File: config.mk
export PLATFORM = sky130hd
export DESIGN_NAME = rational_multiply_power_unit
export DESIGN_NICKNAME = d
export VERILOG_FILES = /design/src/sv/rmpu_pkg.sv /design/src/sv/rational_multiply_power_unit.sv
export SDC_FILE = /design/constraint.sdc
export NUM_CORES = 2
export LEC_CHECK = 0
export ABC_AREA = 1
export ABC_CLOCK_PERIOD_IN_PS = 8780
export BUFFER_PORTS_ARGS = -buffer_cell sky130_fd_sc_hd__buf_2
export CORE_UTILIZATION = 47
export CTS_CLUSTER_SIZE = 20
export DETAILED_ROUTE_END_ITERATION = 8
export GPL_TIMING_DRIVEN = 0
export HOLD_SLACK_MARGIN = 0.06
export SLEW_MARGIN = 15
export SYNTH_ARGS = -nofsm -noshare
export SYNTH_HDL_FRONTEND = slang
export SYNTH_SLANG_ARGS = --single-unit
File: constraint.sdc
create_clock -name clk -period 8.78 [get_ports clk]
set_input_delay 0.878 -clock clk [delete_from_list [all_inputs] [get_ports clk]]
set_output_delay 0.878 -clock clk [all_outputs]
set_load 0.05 [all_outputs]
File: src/sv/rmpu_pkg.sv
// shared types and constants for the rational multiply and power unit
package rmpu_pkg;
    localparam int WORD_BITS = 32;
    localparam int EXP_BITS  = 16;
    localparam int MAG_BITS  = EXP_BITS + 1;
    localparam int CNT_BITS  = $clog2(WORD_BITS + 1);

    typedef logic [WORD_BITS-1:0] word_t;

    localparam logic OP_MULTIPLY = 1'b0;
    localparam logic OP_POWER    = 1'b1;

    typedef enum logic [10:0] {
        ST_IDLE   = 11'b00000000001,
        ST_MUL    = 11'b00000000010,
        ST_GCHK   = 11'b00000000100,
        ST_MOD    = 11'b00000001000,
        ST_MODSTP = 11'b00000010000,
        ST_DIVN   = 11'b00000100000,
        ST_DIVD   = 11'b00001000000,
        ST_DIVSTP = 11'b00010000000,
        ST_PWR    = 11'b00100000000,
        ST_PWRSTP = 11'b01000000000,
        ST_OUT    = 11'b10000000000
    } state_t;
endpackage

File: src/sv/rational_multiply_power_unit.sv
// rational multiply and power unit with a shared multiplier and restoring divider
//
// channel   dir  fields
// s_axis    in   tdata: operation, a_positive, a_numer, a_denom, b_positive,
//                       b_numer, b_denom, reduce, exponent
// m_axis    out  tdata: result_positive, result_numer, result_denom
//
// one item at a time; s_axis_tready is high only when idle
// multiply: two products; reduce adds a gcd check, a divider pass per euclid step,
// then the last euclid check and the two quotient divisions
// power: same gcd path, then a setup state, a squaring per exponent bit and a
// multiply per set bit; a 32-bit euclid takes about 45 steps at worst
// reset clears all registers and output valid; a stalled result holds
module rational_multiply_power_unit
    import rmpu_pkg::*;
(
    input  logic         clk,
    input  logic         rst_n,
    input  logic         s_axis_tvalid,
    output logic         s_axis_tready,
    // operation[0], a_positive[1], a_numer[33:2], a_denom[65:34], b_positive[66],
    // b_numer[98:67], b_denom[130:99], reduce[131], exponent[147:132], zero pad
    input  logic [151:0] s_axis_tdata,
    output logic         m_axis_tvalid,
    input  logic         m_axis_tready,
    // result_positive[0], result_numer[32:1], result_denom[64:33], zero pad
    output logic [71:0]  m_axis_tdata
);
    state_t state_reg;
    logic out_valid_reg;
    logic op_reg, pos_reg, pwr_reg;
    word_t n_reg, d_reg, bn_reg, bd_reg;
    word_t x_reg, y_reg;
    word_t acc_n_reg, acc_d_reg;
    logic [MAG_BITS-1:0] mag_reg;
    // divider
    word_t dvd_reg, dvs_reg, quo_reg;
    word_t rem_reg;
    logic [CNT_BITS-1:0] cnt_reg;
    // shared multiplier operands and product
    word_t mul_a, mul_b, mul_p;
    logic [2*WORD_BITS-1:0] mul_full;
    logic [WORD_BITS:0] rem_sh, rem_sub;
    logic [1:0] pstep_reg;
    logic [EXP_BITS-1:0] e_in;
    logic [MAG_BITS-1:0] mag_in;
    logic in_acc;

    assign s_axis_tready = state_reg == ST_IDLE;
    assign m_axis_tvalid = out_valid_reg;
    assign m_axis_tdata  = {7'd0, acc_d_reg, acc_n_reg, pos_reg};
    assign in_acc = s_axis_tvalid && s_axis_tready;
    assign e_in   = s_axis_tdata[147:132];
    assign mag_in = e_in[EXP_BITS-1] ? (MAG_BITS'(1) << EXP_BITS) - {1'b0, e_in}
                                     : {1'b0, e_in};

    // shared multiplier
    assign mul_full = mul_a * mul_b;
    assign mul_p    = mul_full[WORD_BITS-1:0];
    always_comb
    begin
        mul_a = n_reg;
        mul_b = bn_reg;
        case (pstep_reg)
            2'd0: begin mul_a = n_reg; mul_b = bn_reg; end
            2'd1: begin mul_a = d_reg; mul_b = bd_reg; end
            2'd2: begin mul_a = acc_n_reg; mul_b = n_reg; end
            default: begin mul_a = acc_d_reg; mul_b = d_reg; end
        endcase
    end

    // divider step
    assign rem_sh  = {rem_reg, dvd_reg[WORD_BITS-1]};
    assign rem_sub = rem_sh - {1'b0, dvs_reg};

    always_ff @(posedge clk or negedge rst_n)
    begin
        if (!rst_n)
        begin
            state_reg     <= ST_IDLE;
            out_valid_reg <= 1'b0;
            pstep_reg     <= 2'd0;
            op_reg        <= 1'b0;
            pos_reg       <= 1'b0;
            pwr_reg       <= 1'b0;
            n_reg         <= '0;
            d_reg         <= '0;
            bn_reg        <= '0;
            bd_reg        <= '0;
            x_reg         <= '0;
            y_reg         <= '0;
            acc_n_reg     <= '0;
            acc_d_reg     <= '0;
            mag_reg       <= '0;
            dvd_reg       <= '0;
            dvs_reg       <= '0;
            quo_reg       <= '0;
            rem_reg       <= '0;
            cnt_reg       <= '0;
        end
        else
        begin
            case (state_reg)
                ST_IDLE:
                begin
                    if (in_acc)
                    begin
                        op_reg  <= s_axis_tdata[0];
                        bn_reg  <= s_axis_tdata[98:67];
                        bd_reg  <= s_axis_tdata[130:99];
                        mag_reg <= mag_in;
                        pstep_reg <= 2'd0;
                        if (s_axis_tdata[0] == OP_MULTIPLY)
                        begin
                            pos_reg <= s_axis_tdata[1] == s_axis_tdata[66];
                            n_reg   <= s_axis_tdata[33:2];
                            d_reg   <= s_axis_tdata[65:34];
                            pwr_reg <= s_axis_tdata[131];
                            state_reg <= ST_MUL;
                        end
                        else
                        begin
                            pos_reg <= s_axis_tdata[1] || !mag_in[0];
                            pwr_reg <= 1'b1;
                            if (e_in[EXP_BITS-1])
                            begin
                                n_reg <= s_axis_tdata[65:34];
                                d_reg <= s_axis_tdata[33:2];
                            end
                            else
                            begin
                                n_reg <= s_axis_tdata[33:2];
                                d_reg <= s_axis_tdata[65:34];
                            end
                            if (e_in == '0)
                            begin
                                acc_n_reg <= word_t'(1);
                                acc_d_reg <= word_t'(1);
                                state_reg <= ST_OUT;
                                out_valid_reg <= 1'b1;
                            end
                            else
                            begin
                                state_reg <= ST_GCHK;
                            end
                        end
                    end
                end
                // two products through the shared multiplier
                ST_MUL:
                begin
                    if (pstep_reg == 2'd0)
                    begin
                        acc_n_reg <= mul_p;
                        pstep_reg <= 2'd1;
                    end
                    else
                    begin
                        acc_d_reg <= mul_p;
                        n_reg     <= acc_n_reg;
                        d_reg     <= mul_p;
                        if (!pwr_reg)
                        begin
                            state_reg <= ST_OUT;
                            out_valid_reg <= 1'b1;
                        end
                        else
                        begin
                            state_reg <= ST_GCHK;
                        end
                    end
                end
                // gcd is one when either value is below two
                ST_GCHK:
                begin
                    x_reg <= n_reg;
                    y_reg <= d_reg;
                    if (n_reg < word_t'(2) || d_reg < word_t'(2))
                    begin
                        if (op_reg == OP_POWER)
                        begin
                            acc_n_reg <= word_t'(1);
                            acc_d_reg <= word_t'(1);
                            state_reg <= ST_PWR;
                        end
                        else
                        begin
                            acc_n_reg <= n_reg;
                            acc_d_reg <= d_reg;
                            state_reg <= ST_OUT;
                            out_valid_reg <= 1'b1;
                        end
                    end
                    else
                    begin
                        state_reg <= ST_MOD;
                    end
                end
                // euclid: start x mod y, or finish with gcd in x
                ST_MOD:
                begin
                    if (y_reg == '0)
                    begin
                        dvd_reg <= n_reg;
                        dvs_reg <= x_reg;
                        state_reg <= ST_DIVN;
                    end
                    else
                    begin
                        dvd_reg <= x_reg;
                        dvs_reg <= y_reg;
                        rem_reg <= '0;
                        cnt_reg <= CNT_BITS'(WORD_BITS);
                        state_reg <= ST_MODSTP;
                    end
                end
                ST_MODSTP, ST_DIVSTP:
                begin
                    dvd_reg <= {dvd_reg[WORD_BITS-2:0], 1'b0};
                    if (!rem_sub[WORD_BITS])
                    begin
                        rem_reg <= rem_sub[WORD_BITS-1:0];
                        quo_reg <= {quo_reg[WORD_BITS-2:0], 1'b1};
                    end
                    else
                    begin
                        rem_reg <= rem_sh[WORD_BITS-1:0];
                        quo_reg <= {quo_reg[WORD_BITS-2:0], 1'b0};
                    end
                    cnt_reg <= cnt_reg - CNT_BITS'(1);
                    if (cnt_reg == CNT_BITS'(1))
                    begin
                        if (state_reg == ST_MODSTP)
                        begin
                            x_reg <= y_reg;
                            y_reg <= !rem_sub[WORD_BITS] ? rem_sub[WORD_BITS-1:0]
                                                         : rem_sh[WORD_BITS-1:0];
                            state_reg <= ST_MOD;
                        end
                        else if (pstep_reg == 2'd0)
                        begin
                            n_reg <= {quo_reg[WORD_BITS-2:0], !rem_sub[WORD_BITS]};
                            pstep_reg <= 2'd1;
                            state_reg <= ST_DIVD;
                        end
                        else
                        begin
                            d_reg <= {quo_reg[WORD_BITS-2:0], !rem_sub[WORD_BITS]};
                            if (op_reg == OP_POWER)
                            begin
                                acc_n_reg <= word_t'(1);
                                acc_d_reg <= word_t'(1);
                                state_reg <= ST_PWR;
                            end
                            else
                            begin
                                acc_n_reg <= n_reg;
                                acc_d_reg <= {quo_reg[WORD_BITS-2:0], !rem_sub[WORD_BITS]};
                                state_reg <= ST_OUT;
                                out_valid_reg <= 1'b1;
                            end
                        end
                    end
                end
                // start a quotient division
                ST_DIVN:
                begin
                    rem_reg <= '0;
                    cnt_reg <= CNT_BITS'(WORD_BITS);
                    pstep_reg <= 2'd0;
                    state_reg <= ST_DIVSTP;
                end
                ST_DIVD:
                begin
                    dvd_reg <= d_reg;
                    rem_reg <= '0;
                    cnt_reg <= CNT_BITS'(WORD_BITS);
                    state_reg <= ST_DIVSTP;
                end
                // square and multiply, lsb first; steps 2,3 multiply, 0,1 square
                ST_PWR:
                begin
                    pstep_reg <= mag_reg[0] ? 2'd2 : 2'd0;
                    bn_reg <= n_reg;
                    bd_reg <= d_reg;
                    state_reg <= ST_PWRSTP;
                end
                ST_PWRSTP:
                begin
                    case (pstep_reg)
                        2'd2: begin acc_n_reg <= mul_p; pstep_reg <= 2'd3; end
                        2'd3: begin acc_d_reg <= mul_p; pstep_reg <= 2'd0; end
                        2'd0:
                        begin
                            n_reg <= mul_p;
                            bn_reg <= mul_p;
                            pstep_reg <= 2'd1;
                        end
                        default:
                        begin
                            d_reg <= mul_p;
                            bd_reg <= mul_p;
                            mag_reg <= mag_reg >> 1;
                            if ((mag_reg >> 1) == '0)
                            begin
                                state_reg <= ST_OUT;
                                out_valid_reg <= 1'b1;
                            end
                            else
                            begin
                                pstep_reg <= mag_reg[1] ? 2'd2 : 2'd0;
                            end
                        end
                    endcase
                end
                ST_OUT:
                begin
                    if (m_axis_tready)
                    begin
                        out_valid_reg <= 1'b0;
                        state_reg <= ST_IDLE;
                    end
                end
                default: state_reg <= ST_IDLE;
            endcase
        end
    end
endmodule

==> results.yml <==
timing:
  fin_skew_ns: 0.0443
  max_freq_mhz: 114
  setup_tns_ns: 0
  layout_min_cycle_time_ns: 8.75
  rsz0062_at_grt: "true"
  finalMaxSlewViolations: 0
  worst_pin_slew_ns: 1.20
  hold_violations: 0
  finalSetupViolCount: 0
  slew_headroom: 0.195
  period_share: 0.997
route:
  dr.pass1.iters: 8
  drtIter0Drc: 5887
  ant_nets: 0
  routedWlPerCell_um: 31.2
  dr_total_vias: 43200
  drc: 0
  vias_per_cell: 6.21
  routed_wl_um: 217000
placed_design:
  io_buffers: 218
  place_congestion: 1.11
  place_area_um2: 43800
  hpwlAfterDp_um: 178000
critical_path:
  critPathMaxStageDelay_ns: 0.62
  critical_path.top_delay_family: "adder cells"
  crit_path_start_kind: "register"
  critPathCaptureType: "register"
  cp_data_required_time_ns: 9.32
  cp_common_cell: "fa_1"
  crit_fanout: 10
  worst-path-buf-inv: 6
  crit_type: "register to register"
  crit_path_top_delay_cell: "fa_1"
  cp.arrival_ns: 9.30
clock_tree:
  cts_root_buf: "clkbuf_16"
  cts_buffer_depth: 3
  htreeDepth: 2
  cts_hold_buffers: 0
  cts_tree: "done"
  cts_buffers: 51
  cts.sinks: 423
  clk_pin_slew_ns: 0.07
  clkLatencyLatePin_ns: 0.65
floorplan:
  start_util: 0.474
  dieArea_um2: 88600
  design.core.area_um2: 86600
  dieWidth_um: 298
  io_pins: 230
  dieHeight_um: 298
  num_rows: 108
logic_synthesis:
  syn_area_um2: 41100
  ys_ff_latch: 423
  synth_top_area_cell: "dfrtp_1"
  synth_compound_area_frac: 0.145
  synthMuxAreaShare: 0.00216
  ys_warn_count: 0
  synth_simple_gate_area_share: 0.230
  syn_inst: 5454
  synth_edf_count: 0
  synth_top_family_by_area: "adder cells"
  synth_area_leaders: "dfrtp_1, fa_1, nand2_1"
  synth_cell_types: 66
  synth-seq-area-share: 0.258
  async_reset_ff_frac: 1.00
  ys.flop_type: "dfrtp_1"
  synth_xor_area_frac: 0.0166
  synth_fa_ha_area_frac: 0.247
  syn_avg_cell_area_um2: 7.53
  synth_top_area_frac: 0.257
final_layout:
  nNetsFinal: 6472
  syn2layout_area_growth_pct: 12.9
  regArea_um2: 10600
  final_core_util: 0.536
  drive_gt1_frac: 0.111
  final_design_area_no_fill_um2: 46400
  final_cell_mix: "nand2_1, inv_1, nor2_1"
  final_common_cell: "nand2_1"
  multi_input_area_um2: 26800
  fillers: 8636
grt:
  grt_overflow: 0
  grt_max_degree: 104
  grt_pass1_wl_um: 304000
  track_usage: 0.486
  grt_antenna_before_repair: 6
  grt_pass1_vias: 41800
run_status:
  status: "finished, final reports clean"
flow_run:
  drv_cap: 0
hold_path:
  min_path_type: "primary input to asynchronous set/reset pin"
## cells in the mapped netlist (31+ instances only)
| library cell | n |
|---|---|
| nor4_1 | 35 |
| xor2_1 | 39 |
| clkbuf_1 | 191 |
| buf_2 | 44 |
| nand3_1 | 280 |
| a221oi_1 | 31 |
| fa_1 | 409 |
| dfrtp_1 | 422 |
| nor2_1 | 637 |
| nand2_1 | 1191 |
| o211ai_1 | 44 |
| nor3_1 | 41 |
| a21oi_1 | 274 |
| xnor2_1 | 39 |
| a41oi_1 | 34 |
| inv_1 | 742 |
| a31oi_1 | 51 |
| inv_2 | 35 |
| ha_1 | 158 |
| o21ai_0 | 411 |
## area by class of cell
cell class                      count  share of cell area
Clock inverter                     21             0.00572
Buffer                            272              0.0302
Tap cell                         1155              0.0312
Antenna cell                       12            0.000647
Inverter                          790              0.0648
Multi-Input combinational cell   3970               0.577
Timing Repair Buffer              241              0.0302
Sequential cell                   423               0.228
Clock buffer                       71              0.0315
## per-stage QoR
stage / worst slack (ns) / hold slack, ns / cells
floorplan: 1.28 / 0.443 / 5460
global placement: -2.18 / 0.463 / 6833
detailed placement: -1.80 / 0.467 / 6839
CTS: -0.00394 / 0.152 / 6934
global route: -0.0462 / 0.174 / 6944
finish: 0.0262 / 0.155 / 6955
## routing by layer
metal	routed length [um]	part of all wire	track usage
met5	41	0.00019	0.00379
met4	18400	0.085	0.346
met3	29000	0.13	0.155
met2	91100	0.42	0.706
met1	78500	0.36	0.609
## logic make-up (layout without fill, tap and decap cells)
group,after synthesis,count (layout)
AO/OA/AOI/OAI,1020,1020
XOR/XNOR,78,78
adder cells (fa/ha/maj),567,567
buffers and inverters,1067,1395
flip-flops,423,423
multiplexers,8,8
other,1,19
AND/OR/NAND/NOR,2290,2290
## repair_timing
action | CTS | global route
resized for setup | 157 | 86
pin swaps | 1 | 4
endpoints found under the setup margin | 132 | 92
setup buffers | 7 | 10
## worst paths after layout
| path | start | end | slack, ns | depth (start not counted) |
|---|---|---|---|---|
| worst min register to register | quo_reg[12] | quo_reg[12] | 0.49 | 2 |
| min in group clk | m_axis_tready | state_reg[10] | 0.46 | 2 |
| worst max-delay path | pstep_reg[1] | acc_d_reg[29] | 0.03 | 28 |
| max in group asynchronous | rst_n | acc_d_reg[15] | 7.39 | 3 |
| worst min-delay path | rst_n | state_reg[3] | 0.15 | 1 |
| worst max register to register | pstep_reg[1] | acc_d_reg[29] | 0.03 | 28 |
Power is left out: the tool's default activity adds up to more than one toggle a clock period on the data nets, which glitch-free logic cannot reach.
